[config.mk]
export PLATFORM = sky130hd
export DESIGN_NAME = c2e_cordic_stage
export DESIGN_NICKNAME = d
export VERILOG_FILES = /design/src/design/c2e_pkg.sv /design/src/design/c2e_cordic_stage.sv
export SDC_FILE = /design/constraint.sdc
export NUM_CORES = 1
export LEC_CHECK = 0
export BUFFER_PORTS_ARGS = -buffer_cell sky130_fd_sc_hd__clkbuf_2
export CAP_MARGIN = 25
export CORE_UTILIZATION = 36
export DETAILED_ROUTE_END_ITERATION = 16
export PLACE_DENSITY = 0.58
export SLEW_MARGIN = 20
export SYNTH_ARGS = -nofsm -noshare
export SYNTH_HDL_FRONTEND = slang
export SYNTH_SLANG_ARGS = --single-unit
export TNS_END_PERCENT = 50
[constraint.sdc]
create_clock -name clk -period 3.6 [get_ports clk]
set_input_delay 0.18 -clock clk [delete_from_list [all_inputs] [get_ports clk]]
set_output_delay 0.18 -clock clk [all_outputs]
set_load 0.02 [all_outputs]
[src/design/c2e_pkg.sv]
`timescale 1ns / 1ps
// ----------------------------------------------------------------------------
// c2e_pkg
// shared types, widths and the arctangent table for the cube-to-panorama remap
// ----------------------------------------------------------------------------
package c2e_pkg;

  // direction datapath width (unit 2^24, headroom for cordic growth)
  localparam int DW = 30;
  // angle width (2^32 per turn plus sign and headroom)
  localparam int AW = 36;
  localparam int UNIT_SHIFT = 24;
  localparam int LW = 4;
  localparam int MAX_TABLE = 28;

  localparam logic signed [25:0] GAIN_Q24 = 26'sd27628053;

  localparam logic [2:0] FACE_PX = 3'd0;
  localparam logic [2:0] FACE_NX = 3'd1;
  localparam logic [2:0] FACE_PY = 3'd2;
  localparam logic [2:0] FACE_NY = 3'd3;
  localparam logic [2:0] FACE_PZ = 3'd4;
  localparam logic [2:0] FACE_NZ = 3'd5;

  typedef logic signed [DW-1:0] dir_t;
  typedef logic signed [AW-1:0] ang_t;

  // values riding along with a cordic stage
  typedef struct packed {
    logic          bad_face;
    logic [LW-1:0] l;
    dir_t          yk;
    ang_t          theta;
  } side_t;

  // atan(2^-i) in turns, 2^32 per turn
  function automatic logic [31:0] atan_turns(input int idx);
    logic [31:0] r;
    r = 32'd0;
    unique case (idx)
      0:  r = 32'h20000000;  1:  r = 32'h12E4051E;  2:  r = 32'h09FB385B;
      3:  r = 32'h051111D4;  4:  r = 32'h028B0D43;  5:  r = 32'h0145D7E1;
      6:  r = 32'h00A2F61E;  7:  r = 32'h00517C55;  8:  r = 32'h0028BE53;
      9:  r = 32'h00145F2F;  10: r = 32'h000A2F98;  11: r = 32'h000517CC;
      12: r = 32'h00028BE6;  13: r = 32'h000145F3;  14: r = 32'h0000A2FA;
      15: r = 32'h0000517D;  16: r = 32'h000028BE;  17: r = 32'h0000145F;
      18: r = 32'h00000A30;  19: r = 32'h00000518;  20: r = 32'h0000028C;
      21: r = 32'h00000146;  22: r = 32'h000000A3;  23: r = 32'h00000051;
      24: r = 32'h00000029;  25: r = 32'h00000014;  26: r = 32'h0000000A;
      27: r = 32'h00000005;
      default: r = 32'd0;
    endcase
    return r;
  endfunction

endpackage

[src/design/c2e_cordic_stage.sv]
`timescale 1ns / 1ps
// ----------------------------------------------------------------------------
// c2e_cordic_stage
// one registered cordic vectoring iteration with sideband
// ----------------------------------------------------------------------------
module c2e_cordic_stage #(
  parameter int STEP = 0
) (
  input  logic          clk,
  input  logic          rst_n,
  input  logic          en,
  input  logic          valid_in,
  input  c2e_pkg::dir_t x_in,
  input  c2e_pkg::dir_t y_in,
  input  c2e_pkg::ang_t ang_in,
  input  c2e_pkg::side_t side_in,
  output logic          valid_out,
  output c2e_pkg::dir_t x_out,
  output c2e_pkg::dir_t y_out,
  output c2e_pkg::ang_t ang_out,
  output c2e_pkg::side_t side_out
);
  import c2e_pkg::*;

  localparam ang_t ATAN = ang_t'(atan_turns(STEP));

  logic  valid_r;
  dir_t  x_r, y_r, x_nxt, y_nxt;
  ang_t  ang_r, ang_nxt;
  side_t side_r;

  always_comb begin
    if (!y_in[DW-1]) begin
      x_nxt   = x_in + (y_in >>> STEP);
      y_nxt   = y_in - (x_in >>> STEP);
      ang_nxt = ang_in + ATAN;
    end else begin
      x_nxt   = x_in - (y_in >>> STEP);
      y_nxt   = y_in + (x_in >>> STEP);
      ang_nxt = ang_in - ATAN;
    end
  end

  always_ff @(posedge clk) begin
    if (!rst_n) begin
      valid_r <= 1'b0;
    end else if (en) begin
      valid_r <= valid_in;
    end
  end

  always_ff @(posedge clk) begin
    if (en) begin
      x_r    <= x_nxt;
      y_r    <= y_nxt;
      ang_r  <= ang_nxt;
      side_r <= side_in;
    end
  end

  assign valid_out = valid_r;
  assign x_out     = x_r;
  assign y_out     = y_r;
  assign ang_out   = ang_r;
  assign side_out  = side_r;

endmodule

# After elaboration in Yosys (flattened, before gate mapping)
# Cells that the tools add are included.
totals:
  out_inout_bits: 168
  in_bits: 171
  regBits: 168
  wordCells: 16
classes:
  n_addsub: 5
  muxes: 3
op_table:
  columns: ["operator", "count"]
  rows:
  - ["$mux 30", 2]
  - ["$sub 30x30->30", 2]
  - ["$add 36x31->36 const B", 1]
  - ["$mux 36", 1]
  - ["$sub 36x31->36 const B", 1]
  - ["$add 30x30->30", 1]

# Logic depth before layout (Yosys ltp)
# Gate-level depths: netlist of run 1.
logic_depth:
  word_depth: 2
  depth_mapped: 12
  mapped_depth_nobuf: 12

# Worst setup path after synthesis of run 1
# Ideal clock, no wire load.
synth_timing:
  path_type: "in2reg"
  start: "input x_in[0]"
  end: "register y_r[28] (netlist: y_out[28]) (data pin)"
  path_slack_ns: 0.764
  setup_time_ns: 0.258
  stages: 11
  t_arrival_ns: 2.577
  required_time_ns: 3.342
  path_buffers: 0
  path_cell_list: "ha_1 > fa_1 > nor2b_1 > o21ai_1 > a31oi_1 > a21o_1 > a211o_1 > a211o_1 > a211o_1 > a211oi_2 > xnor2_1"
synth_via:
  elab_chain_len: 2
  word_cells_on_any_way: 3
  cone_classes: "2 x add/sub; 1 x mux"
synth_lines:
  columns: ["element", "line_no", "source"]
  rows:
  - ["from (decl)", "c2e_cordic_stage.sv:13", "input c2e_pkg::dir_t x_in,"]
  - ["$sub 30x30->30 / $add 30x30->30 (equally long branches)", "c2e_cordic_stage.sv:35, c2e_cordic_stage.sv:39", null]
  - ["$mux 30 *", "c2e_cordic_stage.sv:33", "if (!y_in[DW-1]) begin"]
  - ["via y_nxt[28]", "c2e_cordic_stage.sv:28", "dir_t x_r, y_r, x_nxt, y_nxt;"]
  - ["to (signal assigned)", "c2e_cordic_stage.sv:55", "y_r <= y_nxt;"]
  - ["to (decl)", "c2e_cordic_stage.sv:28", null]
# Mark *: on every way through the listed nets, which the timed path passes. The rest lies on a longest branch.
# A chain may end at the register's enable or synchronous reset.

# Worst setup path in the final report of run 1
layout_timing:
  start: "input x_in[0]"
  end: "register y_r[24] (netlist: y_out[24]) (data pin)"
# The elaborated chain is that of the path after synthesis.

==> reports/qor.yml, run 1 <==
first_iter_violations: 617
hold_viol: 0
synthDistinctLibCells: 67
ys_warn_count: 0
chipHeight_um: 169
dp_cells: 1622
worst_setup_path_end_kind: "register"
worstPathArrival_ps: 3120
async_reset_ff_share_pct: 0
wl_met2_mm: 16.1
p_seq_share_pct: 41.0
dr.max_layer_used: "met4"
nets: 1637
fin_util_pct: 50.7
p_sw_share_pct: 33.4
row_count: 60
total_leakage_power_nw: 6.15
grt_pass1_vias: 8781
slew_headroom_pct: 43.9
vias_per_cell: 5.01
rsz0062_at_grt: "no"
fin_cells: 1755
syn_inst: 933
worstSetupPathType: "in2reg"
worstPathRequired_ps: 3750
ant_nets: 0
worstPathMaxFanout: 6
syn_nets: 1200
cap_violations: 0
synthTopCellsByArea: "edfxtp_1 50%, ha_1 11%, xnor2_1 5.1%"
dieWidth_um: 169
synthMostInstantiatedCell: "edfxtp_1"
numCtsBuffers: 17
core-area_um2: 27200
setup_tns_ps: 0
cts_tree: "done"
grt_pass1_wl_mm: 49.6
io_pins: 339
skew_ps: 0
switchingPower_mw: 2.03
numPortBuffers: 338
ir_worst_vdd_mv: 0.305
drive_gt1_share_pct: 28.9
synth_edf_count: 166
dp_hpwl_mm: 24.8
fin_crit_sh_pct: 82.7
synth_top_area_share_pct: 49.7
ys_top_cells_by_count: "166 x edfxtp_1, 100 x a21oi_1, 92 x ha_1"
grt_usage_pct: 22.7
p_int_mw: 4.05
max_freq_mhz: 336
ys_ff_latch: 167
worst_pin_slew_ps: 841
seq_area_frac_synth_pct: 49.9
worstSkewPairLatency_ps: 420
drt_wl_total_mm: 32.8
drv_slew: 0
routedWlPerCell_um: 18.7
cts_resized: 0
antenna_found_initial: 0
place.gp.congestion: 0.928
drc: 0
h-tree-depth: 4
synth_area_um2: 10000
synth_area_per_cell_um2: 10.8
die-area_um2: 28500
wl_met1_mm: 13.7
syn2layout_area_growth_pct: 37.2
vias: 8800
firstDrtPassIters: 5
grt-ovfl-total: 0
power.share.clock_pct: 30.9
hold_ws_ps: 26.4
period_needed_ps: 2980
cts_root_buf: "clkbuf_16"
path_clk_slew_ps: 80
pwr-share-comb_pct: 28.1
synth-main-ff-cell: "edfxtp_1"
wl_met3_mm: 1.94
run_status: "completed"
setup_violations: 0
clockBufferDepth: 2
start_util_pct: 36.9
clock-sinks: 167
synth_area_leader_cell: "edfxtp_1"
place_ws_ps: 271
grt_max_degree: 81
n_antenna_cell: 0
holdCritPathClass: "in2reg"
p_per_area_nw_per_um2: 442
startpoint_type: "input pin"
setup_ws_ps: 621
postCtsSetupRepairBufs: 0
fill_cells: 2548
-- path summary, 6_finish.rpt --
kind	startpoint	to	slack, ps	cells after the start
setup / recovery	x_in[0]	y_out[24]	620	12
setup reg to reg	valid_out	valid_out	3010	2
hold / removal	valid_in	valid_out	30	3
hold reg to reg	valid_out	valid_out	530	2
-- worst max-delay path: stages --
cell      delay, ps
clkbuf_2        100
ha_1            230
fa_1            410
nor2b_1         170
o21ai_1         210
a31oi_1         170
a21o_1          250
a211o_1         400
a211o_1         370
a211oi_1        320
o211ai_1        150
xnor2_1         160
-- what timing repair did --
item,in CTS,in global routing
hold endpoints to repair,101,0
endpoints found under the setup margin,0,0
hold buffers,101,0
-- cell families after synthesis --
family / after synthesis / synth area share, %
AO/OA/AOI/OAI: 273 / 17.5
XOR/XNOR: 62 / 5.41
adder cells (fa/ha/maj): 96 / 12.3
buffers and inverters: 131 / 5.11
flip-flops: 167 / 49.9
multiplexers: 10 / 0.997
AND/OR/NAND/NOR: 194 / 8.89
-- cell type report --
cell class / count / area [um2] / area share, %
Clock buffer: 17 / 425 / 3.09
Multi-Input combinational cell: 635 / 4520 / 32.8
Sequential cell: 167 / 5000 / 36.3
Clock inverter: 15 / 175 / 1.27
Tap cell: 372 / 465 / 3.38
Timing Repair Buffer: 452 / 2820 / 20.5
Inverter: 97 / 364 / 2.64
-- per-stage QoR --
step,instance area [um2],total power [mW]
floorplan,10000,3.51
global placement,12200,4.13
detailed placement,12200,4.14
CTS,13800,6.13
global route,13800,6.35
finish,13800,6.08
-- power by group through the flow --
stage	registers (mW)	logic, mW	clock network [mW]
global route	2.51	1.84	1.99
CTS	2.50	1.70	1.93
floorplan	2.81	0.697	0
global placement	2.54	1.60	0
finish	2.50	1.71	1.88
detailed placement	2.54	1.60	0
-- flip-flops by register name, summed over array words and instances (netlist names) --
name and flops:
x_out 29, y_out 30, valid_out 1, ang_out 36, side_out 71
-- routing by layer --
metal / track usage, % / vias to the layer above
met5: 0 / -
met4: 8.58 / 0
met3: 3.83 / 41
met2: 39.7 / 327
met1: 27.9 / 4186
li1: - / 4246
-- cell usage in the layout (no fill, tap or decap), drive strengths merged, types with 12 or more instances in the layout --
master / synthesis / layout
o211ai: 13 / 13
o21bai: 19 / 19
ha: 92 / 92
clkbuf: 16 / 354
edfxtp: 166 / 166
a31oi: 12 / 12
nand3: 12 / 12
a21oi: 101 / 101
nor2: 81 / 81
o21ai: 51 / 51
nor3: 24 / 24
nand2: 38 / 38
buf: 18 / 14
xnor2: 59 / 59
a21o: 18 / 18
dlygate4sd3: 0 / 101
inv: 92 / 100
Power figures use the tool's default switching activity.
==> run 2, diff against run 1 <==
PLACE_DENSITY = 0.61   (was 0.58)
clock period = 2.4 ns   (was 3.6 ns; I/O delays follow)
==> run 2 against run 1 <==
  * The run now ends with negative setup slack left
  * Sequential cell count did not move
  * Die area unchanged
  * Critical path depth unchanged
  * Utilization rose by 7.2 points
  * Sequential power up 50%
  * Combinational power up 81%
  * Via count increased by 8.9%
  * Worst hold slack gained 16 ps
  * First-iteration DRC count is 16% higher
  * Non-clock buffer count up 201
  * Setup slack lost 760 ps
  * Register-to-register slack worse by 1700 ps
  * Critical path type unchanged
  * Highest routed layer unchanged
==> reports/qor.yml, run 2 (synthesis results as in run 1) <==
violations: "negative setup slack"
power.share.clock_pct: 28.6
grt_usage_pct: 24.3
cap_violations: 0
slew_headroom_pct: 58.9
pwr-share-comb_pct: 32.3
grt_pass1_wl_mm: 52.9
cts_tree: "done"
worstSkewPairLatency_ps: 420
r2r_cells: 3
clockBufferDepth: 2
startpoint_type: "input pin"
drv_slew: 0
cts_root_buf: "clkbuf_16"
vias_per_cell: 4.90
grt_max_degree: 76
n_antenna_cell: 0
ant_nets: 0
reg2reg_to: "valid_out"
start_util_pct: 36.9
die-area_um2: 28500
place_ws_ps: -687
layout_commonest_cell: "clkbuf_2"
nets: 1838
worstPathArrival_ps: 2710
grt_pass1_vias: 9528
rrSetupSlack_ps: 1260
hold_viol: 0
path_clk_slew_ps: 70
numCtsBuffers: 17
max_freq_mhz: 394
layout_common_cells: "334 x clkbuf_2, 203 x buf_4, 166 x edfxtp_1"
clock-sinks: 167
fin_crit_sh_pct: 106
io_pins: 339
seqCellArea_um2: 5000
p_sw_share_pct: 33.7
ir_worst_vdd_mv: 0.451
dieWidth_um: 169
period_needed_ps: 2540
total_leakage_power_nw: 7.17
setup_ws_ps: -141
firstDrtPassIters: 7
drt_wl_total_mm: 35.6
hp-start: "x_in[29]"
holdPathStages: 2
switchingPower_mw: 3.22
dp_hpwl_mm: 26.7
syn2layout_area_growth_pct: 56.7
worstSetupPathType: "in2reg"
holdCritPathClass: "in2reg"
skew_ps: 0
worstPathMaxFanout: 3
fill_cells: 2355
run_status: "finished with violations"
p_int_mw: 6.33
grt-ovfl-total: 0
routedWlPerCell_um: 18.2
r2r_start: "valid_out"
place.gp.congestion: 0.913
hold_end: "x_out[29]"
largest_register_ffs: 71
row_count: 60
vias: 9583
setup_violations: 7
antenna_found_initial: 0
p_per_area_nw_per_um2: 608
chipHeight_um: 169
drc: 0
p_seq_share_pct: 39.1
first_iter_violations: 714
numPortBuffers: 338
core-area_um2: 27200
worst_pin_slew_ps: 602
rsz0062_at_grt: "yes"
drive_gt1_share_pct: 41.2
worstPathRequired_ps: 2570
worst_setup_path_end_kind: "register"
multi_input_area_um2: 4890
h-tree-depth: 4
fin_util_pct: 57.9
[run 2: worst max-delay path, stage by stage]
cell and delay [ps]:
buf_8 100, ha_4 150, fa_2 360, nor2b_4 150, o21ai_4 190, a31oi_4 120, a21o_1 200, a211o_1 320
a211o_1 380, a211o_1 320, a211oi_2 210, xnor2_1 90
[run 2: per-layer routing]
metal,GRT usage [%],wire [um],vias to the layer above
met5,0,0,-
met4,10.8,1460,0
met3,3.72,2020,69
met2,41.6,17100,380
met1,30.3,15000,4492
li1,-,-,4642
[run 2: how the worst max path moves through the flow]
stage | from | endpoint | slack, ps | cells past startpoint
3_5_place_dp | x_in[1] | x_out[27] | -690 | 15
6_report | x_in[0] | y_out[28] | -140 | 12
3_3_place_gp | x_in[1] | x_out[27] | -670 | 15
2_1_floorplan | x_in[0] | y_out[28] | -260 | 11
5_1_grt | x_in[0] | y_out[28] | -220 | 12
4_1_cts | x_in[0] | x_out[26] | -100 | 13
[run 2: power groups by stage]
stage	clock (mW)	sequential (mW)	combinational (mW)
2_1_floorplan	0	4.21	1.07
3_3_place_gp	0	3.80	2.78
3_5_place_dp	0	3.80	2.79
4_1_cts	2.80	3.74	2.98
5_1_grt	2.90	3.77	3.30
6_report	2.73	3.74	3.09
[run 2: layout make-up]
cell class,instances,share of cell area [%]
clock buffers,17,2.70
clock inverters,15,1.00
inverters,97,2.33
multi-input cells,635,31.1
flip-flops and latches,167,31.8
well taps,372,2.96
repair buffers,653,28.1
[run 2: through the flow]
stage | setup TNS, ps | power, mW | instance area [um2] | hold WS (ps) | cells
2_1_floorplan | -1290 | 5.29 | 10100 | 219 | 933
3_3_place_gp | -12980 | 6.58 | 13700 | 297 | 1809
3_5_place_dp | -14320 | 6.60 | 13700 | 299 | 1809
4_1_cts | -290 | 9.53 | 15400 | 28.3 | 1948
5_1_grt | -1450 | 9.97 | 15700 | 51.1 | 1956
6_report | -619 | 9.56 | 15700 | 41.9 | 1956
[run 2: repair_timing]
item | in CTS | in global routing
endpoints found under the hold margin | 102 | 0
setup endpoints to repair | 16 | 28
resized for setup | 17 | 50
hold buffers | 103 | 0
buffers inserted | 4 | 8
pin swaps | 8 | 22
==> run 3, diff against run 2 <==
CORE_MARGIN = 5   (was not set)
CORE_UTILIZATION = 46   (was 36)
PLACE_DENSITY = 0.75   (was 0.61)
==> run 3 against run 2 <==
  * Clock power increased by 3%
  * Utilization grew 14 points
  * Register-to-register slack lost 170 ps
  * Routed wire length is 10% higher
  * Global-route usage increased by 6.2 points
  * Cell count is 4.5% lower
  * The flow still finishes with violations (negative setup slack)
==> reports/qor.yml, run 3 (synthesis results as in run 1) <==
dieWidth_um: 158
rrSetupSlack_ps: 1090
fin_area_um2: 15500
antenna_found_initial: 0
layout_commonest_cell: "clkbuf_2"
slowest_stage: "fa_2"
layout_common_cells: "335 x clkbuf_2, 211 x buf_4, 166 x edfxtp_1"
dp_hpwl_mm: 28.6
setup_ws_ps: -138
crit_path_cell_trace: "buf_8, ha_4, fa_2, nor2b_4, o21ai_2, a31oi_2, a21o_1, a211o_1, buf_6, a21o_4, a2111oi_4, o32a_1, xnor2_1"
ant_nets: 0
start_util_pct: 46.4
numPortBuffers: 338
startpoint_type: "input pin"
grt_pass1_vias: 10100
io_pins: 339
first_iter_violations: 669
reg2reg_to: "valid_out"
run_status: "finished with violations"
fin_crit_sh_pct: 106
violations: "negative setup slack"
slew_headroom_pct: 47.7
row_count: 54
skew_ps: 0
largest_register_ffs: 71
hold_viol: 0
grt_usage_pct: 30.5
vias_per_cell: 5.37
max_stage_delay_ps: 360
grt-ovfl-total: 0
worst_setup_path_end_kind: "register"
worstPathMaxFanout: 3
vias: 10000
numCtsBuffers: 17
fin_util_pct: 71.8
total_leakage_power_nw: 7.18
grt_max_degree: 56
chipHeight_um: 158
worstSetupPathType: "in2reg"
clock-sinks: 167
routedWlPerCell_um: 21.0
die-area_um2: 24900
syn2layout_area_growth_pct: 54.6
setup_violations: 8
r2r_cells: 3
cts_root_buf: "clkbuf_16"
postPlaceCellArea_um2: 13600
h-tree-depth: 4
rsz0062_at_grt: "yes"
place.gp.congestion: 0.931
clockBufferDepth: 2
setup.worst_path.end: "x_out[26]"
path_clk_slew_ps: 70
worstSkewPairLatency_ps: 420
worstPathArrival_ps: 2710
crit_start: "y_in[0]"
max_freq_mhz: 394
ir_worst_vdd_mv: 0.455
drive_gt1_share_pct: 40.7
drc: 0
period_needed_ps: 2540
worstPathRequired_ps: 2570
firstDrtPassIters: 5
worst_pin_slew_ps: 778
holdCritPathClass: "in2reg"
p_per_area_nw_per_um2: 624
cts_tree: "done"
nets: 1842
drt_wl_total_mm: 39.2
n_antenna_cell: 0
r2r_start: "valid_out"
core-area_um2: 21600
grt_pass1_wl_mm: 57.8
cap_violations: 0
drv_slew: 0
==> run 3: changes by cell type in the layout (fill, tap and decap cells not counted), sizes merged <==
| cell | delta |
|---|---|
| clkbuf | +2 |
| bufinv | +1 |
| buf | +3 |
| clkinvlp | +2 |
| clkinv | -5 |
| inv | +1 |
==> run 3: report_power, final <==
part           switching, mW  internal [mW]
registers              0.126           3.63
clock network           1.33           1.49
logic                   1.81           1.31
total                   3.26           6.43
==> run 3: timing repair <==
action / in CTS / in global routing
hold endpoints to repair: 102 / 0
setup buffers: 3 / 8
setup endpoints to repair: 16 / 29
pin swaps: 8 / 9
resized for setup: 13 / 30
hold buffers: 103 / 0
==> run 3: stage by stage <==
| step | TNS [ps] | hold slack (ps) | total power, mW | setup slack, ps | std cells |
|---|---|---|---|---|---|
| 6_report | -715 | 45.6 | 9.69 | -138 | 1868 |
| 5_1_grt | -1770 | 32.6 | 10.1 | -255 | 1868 |
| 4_1_cts | -564 | 26.1 | 9.58 | -131 | 1860 |
| 3_5_place_dp | -14180 | 299 | 6.64 | -654 | 1722 |
| 3_3_place_gp | -11990 | 297 | 6.59 | -553 | 1722 |
| 2_1_floorplan | -1290 | 219 | 5.29 | -265 | 933 |
==> run 3: worst min path at each step <==
stage / from / endpoint / slack [ps] / cells past startpoint
floorplan: ang_in[0] / ang_out[0] / 220 / 0
global placement: ang_in[26] / ang_out[26] / 300 / 1
detailed placement: side_in[61] / side_out[61] / 300 / 1
CTS: x_in[29] / x_out[29] / 30 / 2
global route: x_in[29] / x_out[29] / 30 / 2
finish: x_in[29] / x_out[29] / 50 / 2
==> run 3: layout make-up <==
class	instances	area, um2
Multi-Input combinational cell	635	4790
Timing Repair Buffer	657	4420
Fill cell	1553	6100
Clock buffer	18	429
Tap cell	280	350
Sequential cell	167	5000
Inverter	97	364
Clock inverter	14	160
==> run 3: per-layer routing <==
| metal | GRT usage [%] | vias to the layer above | routed length (um) |
|---|---|---|---|
| li1 | - | 4662 | - |
| met1 | 37.7 | 4806 | 15100 |
| met2 | 52.3 | 461 | 19400 |
| met3 | 4.89 | 105 | 2660 |
| met4 | 14.4 | 0 | 2050 |
| met5 | 0 | - | 0 |
==> run 3: worst max-delay path: cells and delay by family <==
family | cells | cell delay (ps)
fa+ha+maj | 2 | 520
simple gates | 1 | 140
buf+inv | 2 | 240
xor+xnor | 1 | 80
compound gates | 7 | 1600
